==> src/hw/rtl/tcw_pkg.sv <==
// Package of the text console writer: sizes, character codes, shared types and the glyph ROM.
`timescale 1ns / 1ps

package tcw_pkg;

  localparam int unsigned COLUMNS = 80;
  localparam int unsigned ROWS = 25;
  localparam int unsigned NCELLS = ROWS * COLUMNS;
  localparam int unsigned IDX_W = $clog2(NCELLS);
  localparam int unsigned ROW_W = 5;
  localparam int unsigned COL_W = 7;
  localparam int unsigned GLYPH_W = 64;
  localparam int unsigned ATTR_W = 32;

  localparam logic [ATTR_W-1:0] LIT_ATTR = 32'h8000_7FFF;

  localparam logic [7:0] CH_TAB = 8'h09;
  localparam logic [7:0] CH_LF = 8'h0A;
  localparam logic [7:0] CH_CR = 8'h0D;
  localparam logic [7:0] CH_FIRST = 8'h20;
  localparam logic [7:0] CH_LAST = 8'h7F;

  localparam logic ACT_PUT = 1'b0;
  localparam logic ACT_READ = 1'b1;
  localparam logic KIND_PUT = 1'b0;
  localparam logic KIND_READ = 1'b1;

  typedef struct packed {
    logic accept;
    logic clear_step;
    logic scroll_step;
    logic read_load;
  } cmd_t;

  typedef struct packed {
    logic item_read;
    logic item_scroll;
    logic sweep_last;
    logic out_free;
  } stat_t;

  typedef struct packed {
    logic               kind;
    logic [ROW_W-1:0]   cell_row;
    logic [COL_W-1:0]   cell_col;
    logic [ATTR_W-1:0]  attr_word;
    logic [GLYPH_W-1:0] glyph_word;
    logic [ROW_W-1:0]   cursor_row;
    logic [COL_W-1:0]   cursor_col;
    logic               scrolled;
  } result_t;

  localparam logic [31:0] FONT [96] = '{
    32'h00000000, 32'h08421004, 32'h12948000, 32'h15F52BEA,
    32'h1F0707C4, 32'h23222620, 32'h24E4564C, 32'h08420000,
    32'h04421082, 32'h08210844, 32'h144F9140, 32'h084F9080,
    32'h40001088, 32'h00078000, 32'h40001080, 32'h02222200,
    32'h1D19F62E, 32'h08C2109F, 32'h1D11111F, 32'h3E220A2E,
    32'h04654BE2, 32'h3F0F062E, 32'h1F0F462E, 32'h3E111108,
    32'h1D17462E, 32'h1D17844C, 32'h48401080, 32'h48401088,
    32'h04441041, 32'h00F001E0, 32'h08208888, 32'h1D111004,
    32'h1D3ADE0F, 32'h08A8FE31, 32'h3D1F463E, 32'h1D18422E,
    32'h3928C65C, 32'h3F0F421F, 32'h3F0F4210, 32'h1D185E2E,
    32'h231FC631, 32'h1C42108E, 32'h0210862E, 32'h232E4A31,
    32'h2108421F, 32'h23BAC631, 32'h239AD671, 32'h1D18C62E,
    32'h3D18FA10, 32'h1D18C64D, 32'h3D18FA51, 32'h1F07043E,
    32'h3E421084, 32'h2318C62E, 32'h2318C544, 32'h2318D771,
    32'h22A21151, 32'h23151084, 32'h3E22221F, 32'h0E421087,
    32'h00820820, 32'h1C21084E, 32'h08A88000, 32'h0000001F,
    32'h08410000, 32'h00E0BE2F, 32'h210F463E, 32'h00E8C22E,
    32'h0217C62F, 32'h00E8FE0F, 32'h0E8FA108, 32'h5D18BC3E,
    32'h210F4631, 32'h0806108E, 32'h0401085C, 32'h21197251,
    32'h1842108E, 32'h01EAD6B1, 32'h01E8C631, 32'h00E8C62E,
    32'h7D18FA10, 32'h5F18BC21, 32'h21BE4210, 32'h00F8383E,
    32'h09F21083, 32'h0118C62E, 32'h0118C544, 32'h011AD5CA,
    32'h01151151, 32'h5294984C, 32'h01F1111F, 32'h064C1083,
    32'h08401084, 32'h30419098, 32'h1B600000, 32'h00022A3F
  };

  // Spreads the six 5-bit font rows over the 64-bit glyph, dropped by one byte when bit 30 is set.
  function automatic logic [GLYPH_W-1:0] glyph_rom(input logic [6:0] idx);
    logic [31:0]        f;
    logic [GLYPH_W-1:0] v;
    f = FONT[idx];
    v = (GLYPH_W'(f & 32'h3E00_0000) << 25) |
        (GLYPH_W'(f & 32'h01F0_0000) << 22) |
        (GLYPH_W'(f & 32'h000F_8000) << 19) |
        (GLYPH_W'(f & 32'h0000_7C00) << 16) |
        (GLYPH_W'(f & 32'h0000_03E0) << 13) |
        (GLYPH_W'(f & 32'h0000_001F) << 10);
    if ((f & 32'h4000_0000) != 32'h0) begin
      v = v >> 8;
    end
    return v;
  endfunction

endpackage

==> src/hw/rtl/tcw_ctrl.sv <==
// Controller of the text console writer: sequences the clearing pass, reads and scroll sweeps.
`timescale 1ns / 1ps

module tcw_ctrl import tcw_pkg::*; (
  input  logic  clk_i,
  input  logic  rst_ni,
  input  logic  in_valid_i,
  output logic  in_ready_o,
  input  stat_t stat_i,
  output cmd_t  cmd_o
);

  typedef enum logic [4:0] {
    ST_CLEAR  = 5'b00001,
    ST_IDLE   = 5'b00010,
    ST_READ   = 5'b00100,
    ST_SCROLL = 5'b01000,
    ST_DRAIN  = 5'b10000
  } state_e;

  state_e state_q, state_d;
  logic   accept;

  assign in_ready_o = (state_q == ST_IDLE) && stat_i.out_free;
  assign accept     = in_valid_i && in_ready_o;

  assign cmd_o = '{accept: accept, clear_step: (state_q == ST_CLEAR),
                   scroll_step: (state_q == ST_SCROLL), read_load: (state_q == ST_READ)};

  always_comb begin
    state_d = state_q;
    unique case (state_q)
      ST_CLEAR: begin
        if (stat_i.sweep_last) begin
          state_d = ST_IDLE;
        end
      end
      ST_IDLE: begin
        if (accept) begin
          priority if (stat_i.item_read) begin
            state_d = ST_READ;
          end else if (stat_i.item_scroll) begin
            state_d = ST_SCROLL;
          end else begin
            state_d = ST_IDLE;
          end
        end
      end
      ST_READ: begin
        state_d = ST_IDLE;
      end
      ST_SCROLL: begin
        if (stat_i.sweep_last) begin
          state_d = ST_DRAIN;
        end
      end
      ST_DRAIN: begin
        state_d = ST_IDLE;
      end
      default: begin
        state_d = ST_IDLE;
      end
    endcase
  end

  always_ff @(posedge clk_i or negedge rst_ni) begin
    if (!rst_ni) begin
      state_q <= ST_CLEAR;
    end else begin
      state_q <= state_d;
    end
  end

`ifndef SYNTH
  a_read_loads_next: assert property (@(posedge clk_i) disable iff (!rst_ni)
    (accept && stat_i.item_read) |=> cmd_o.read_load)
    else $error("Read item did not load its result in the following cycle.");

  a_scroll_starts: assert property (@(posedge clk_i) disable iff (!rst_ni)
    (accept && !stat_i.item_read && stat_i.item_scroll) |=> cmd_o.scroll_step)
    else $error("Scroll requested but no sweep started.");

  a_sweep_drains: assert property (@(posedge clk_i) disable iff (!rst_ni)
    (cmd_o.scroll_step && stat_i.sweep_last) |=> (state_q == ST_DRAIN) && !in_ready_o)
    else $error("Input taken before the last scroll write completed.");
`endif

endmodule
==> config.mk <==
export PLATFORM = sky130hd
export DESIGN_NAME = tcw_ctrl
export DESIGN_NICKNAME = d
export VERILOG_FILES = /design/src/hw/rtl/tcw_pkg.sv /design/src/hw/rtl/tcw_ctrl.sv
export SDC_FILE = /design/constraint.sdc
export NUM_CORES = 1
export LEC_CHECK = 0
export BUFFER_PORTS_ARGS = -buffer_cell sky130_fd_sc_hd__buf_2
export CORE_AREA = 5 5 42 44
export CTS_CLUSTER_DIAMETER = 150
export DETAILED_ROUTE_END_ITERATION = 8
export DIE_AREA = 0 0 47 49
export PLACE_DENSITY = 0.49
export SLEW_MARGIN = 20
export SYNTH_ARGS = -nofsm -noshare
export SYNTH_HDL_FRONTEND = slang
export SYNTH_SLANG_ARGS = --single-unit
==> constraint.sdc <==
create_clock -name clk_i -period 2 [get_ports clk_i]
set_input_delay 0.4 -clock clk_i [delete_from_list [all_inputs] [get_ports clk_i]]
set_output_delay 0.4 -clock clk_i [all_outputs]
set_load 0.005 [all_outputs]
* Yosys cells after proc, flatten, opt, wreduce, memory -nomap -nowiden *
Cells that the tools add are included.

word-level totals
  bits in registers = 5

cells by class
  equality and inequality tests = 7
  muxes and demuxes = 6
  reductions and logical operators = 3

operators with widths
  cell                                                             number
  5-bit 2-to-1 mux                                                 3
  5-bit one-hot mux with 3 select lines                            1
  4-bit 2-to-1 mux                                                 2
  2-bit != test, second input constant                             3
  5-bit by 1-bit == test with 1-bit output, second input constant  1
  5-bit by 2-bit == test with 1-bit output, second input constant  1
  5-bit by 3-bit == test with 1-bit output, second input constant  1
  5-bit by 4-bit == test with 1-bit output, second input constant  1
  3-bit AND reduction                                              1
  1-bit logical AND                                                2

* Longest topological paths before layout *
  word-level depth = 5
  gate-level depth with buffers = 4
  depth with buffers taken out = 4

* Worst setup path after synthesis *
No wires, ideal clock.

  path type = register -> output
  start = reg state_q[3]
  end = out cmd_o[3] (netlist bit)
  arrival = 1.079 ns
  path buffers = 1
  cell stages (with the launch flop) = 5
  required time = 1.600 ns
  slack = 0.521 ns
  cell sequence = dfrtp_1 -> nor4_4 -> nand2_2 -> nor2_2 -> buf_4

on the way
  cells in the longest elaborated chain, start to end = 3

RTL lines
  what                                      line            RTL
  start: declaration                        tcw_ctrl.sv:21  state_e state_q, state_d;
  start signal: assignment                  tcw_ctrl.sv:70  state_q <= state_d;
  5-bit by 2-bit == test with 1-bit output  tcw_ctrl.sv:24  assign in_ready_o = (state_q == ST_IDLE) && stat_i.out_free;
  1-bit logical AND                         tcw_ctrl.sv:24
  1-bit logical AND                         tcw_ctrl.sv:25  assign accept = in_valid_i && in_ready_o;
  end: declaration                          tcw_ctrl.sv:10  output cmd_t cmd_o

No other way between the ends.

==> flow_summary.ini <==
[global_route]
antenna_found_initial = 0
groute.usage.overall = 0.05737
grt_pass1_vias = 275
grt_max_degree = 8
grt_pass1_wl_um = 979
grt-ovfl-total = 0

[cts]
cts_tree = built
numCtsBuffers = 3
clk_latency_ps = 240
cts.clk_slew.worst_paths_ps = 40
cts_resized = 0
post_cts_buffers = 0
cts_sinks = 5
root_buffer = clkbuf_4
hold_buffers = 1
cts_max_level = 1
cts_buffer_depth = 2

[yosys]
synth.area.top_cells = dfrtp_1, dfstp_2, nor4_4
yosysTopAreaCell = dfrtp_1
synth-seq-cells = 5
synthCells = 30
netlist_area_um2 = 311.5
ys_warn_count = 0
synth_nets = 37
syn_area_per_cell_um2 = 10.38
synth_seq_area_share = 0.4056
synthDistinctLibCells = 23
synth_top_area_share = 0.3213

[die]
core_region_area_mm2 = 0.001401
chipHeight_um = 49
fp-row-count = 14
die_w_um = 47
start_util = 0.2223
io_pins = 12
die-area_mm2 = 0.002303

[final_layout]
stdcell_count = 61
reg.largest.list = state_q (5)
regMostFlops = state_q
final_core_util = 0.2964
n_antenna_cell = 0
area_growth_pct = 33.33
nets = 53
fillers = 167
largest_reg_flops = 5
layout-drive-gt1-share = 0.5111

[sta]
setup_tns_ps = 0
slew_headroom = 0.7827
timing.final.ws_setup_ps = 171.7
rsz0062_at_grt = false
slew_viol_final = 0
fin_worst_skew_ps = 1.249
setup_violations = 0
period_needed_ps = 1828
hold_violations = 0
clock.fmax_mhz = 547.0
fin_crit_sh = 0.9141
tightest_slew_ps = 317.7

[drt]
first_pass_iters = 1
num_vias = 264
postRouteAntennaNets = 0
wirelength_um = 632
wire_per_inst_um = 10.36
drtIter0Drc = 0
viasPerCell = 4.328
drc = 0

[place]
placedCellCount = 56
gp_congestion = 0.6993
dp_slack_ps = 409.5
dp_hpwl_um = 521
portBuffers = 11

[power]
fin_total_pwr_mw = 0.3254
leakage_nw = 0.1985
peakVddDrop_mv = 0.3710
p_per_area_mw_per_mm2 = 783.3

[job]
max_cap_violations = 0

[setup_path]
start_kind = register
critPathCaptureType = output pin
crit_fanout = 4
criticalPathCategory = register to output pin
crit_path_start = state_q[2]
worstPathArrival_ps = 1430
cp.required_ps = 1600
r2r_start = state_q[3]

[worst_hold_path]
hold_class = input pin to register
min_from = stat_i[3]

[status]
status = finished, final reports clean
-- worst max-delay path: stages (launching register included) --
cell and delay (ps):
dfrtp_1 420, or3_4 430, nor3b_2 200, buf_2 140
-- per-stage QoR --
step                      instance area (um^2)  hold slack (ps)
after floorplan                          311.5            104.4
after global placement                   379.1            217.8
after global routing                     415.4            426.6
final                                    415.4            428.2
after CTS                                415.4            417.3
after detailed placement                 379.1            215.0
-- cells in the mapped netlist, drive strengths merged --
cell type  count
inv            3
nor2           1
or3            1
a32o           1
nor3           3
xnor2          1
and3           1
and2           2
nor3b          1
nand2b         1
o211ai         1
nand2          2
nor4           3
nand3          1
dfrtp          4
a2111oi        1
buf            1
dfstp          1
o21ai          1
-- cell families after synthesis --
family / share of synthesized area
XOR/XNOR: 0.02812
buffers and inverters: 0.06025
AND/OR/NAND/NOR: 0.4016
flip-flops: 0.4057
AO/OA/AOI/OAI: 0.1044
-- layer usage --
metal	routed length [um]	global-route usage	share of wire	up-vias
met5	0	0	0	-
met4	0	0.04147	0	0
met3	39	0.01107	0.062	0
met2	307	0.08597	0.49	6
met1	285	0.06935	0.45	121
li1	-	-	-	137
-- final timing paths --
| check | slack [ps] | depth (start not counted) | endpoint |
|---|---|---|---|
| min in group asynchronous | 500 | 2 | state_q[3] |
| worst max register to register | 640 | 4 | state_q[1] |
| worst min register to register | 630 | 2 | state_q[2] |
| max in group asynchronous | 1290 | 2 | state_q[0] |
| worst min-delay path | 430 | 3 | state_q[2] |
| worst max-delay path | 170 | 3 | cmd_o[2] |
-- cell type report --
type | instances | area, um^2 | share of cell area
Sequential cell | 5 | 126.4 | 0.3042
Inverter | 3 | 11.26 | 0.02711
Timing Repair Buffer | 12 | 65.06 | 0.1566
Clock buffer | 4 | 26.28 | 0.06325
Multi-Input combinational cell | 21 | 166.4 | 0.4006
Tap cell | 16 | 20.02 | 0.04819
-- cell usage in the layout, fill, tap and decap left out, drive strengths merged, types with 2 or more instances in the layout --
cell    Yosys  final
inv         3      3
and2        2      2
dfrtp       4      4
clkbuf      0      4
buf         1     11
nand2       2      2
nor4        3      3
nor3        3      3
-- report_power, final --
part           internal, mW  leakage, nW  total, mW  switching [mW]
Sequential            0.111       0.0620      0.128          0.0169
Combinational        0.0452        0.122     0.0845          0.0393
Clock                0.0752       0.0150      0.113          0.0379
(Power assumes the default switching activity.)
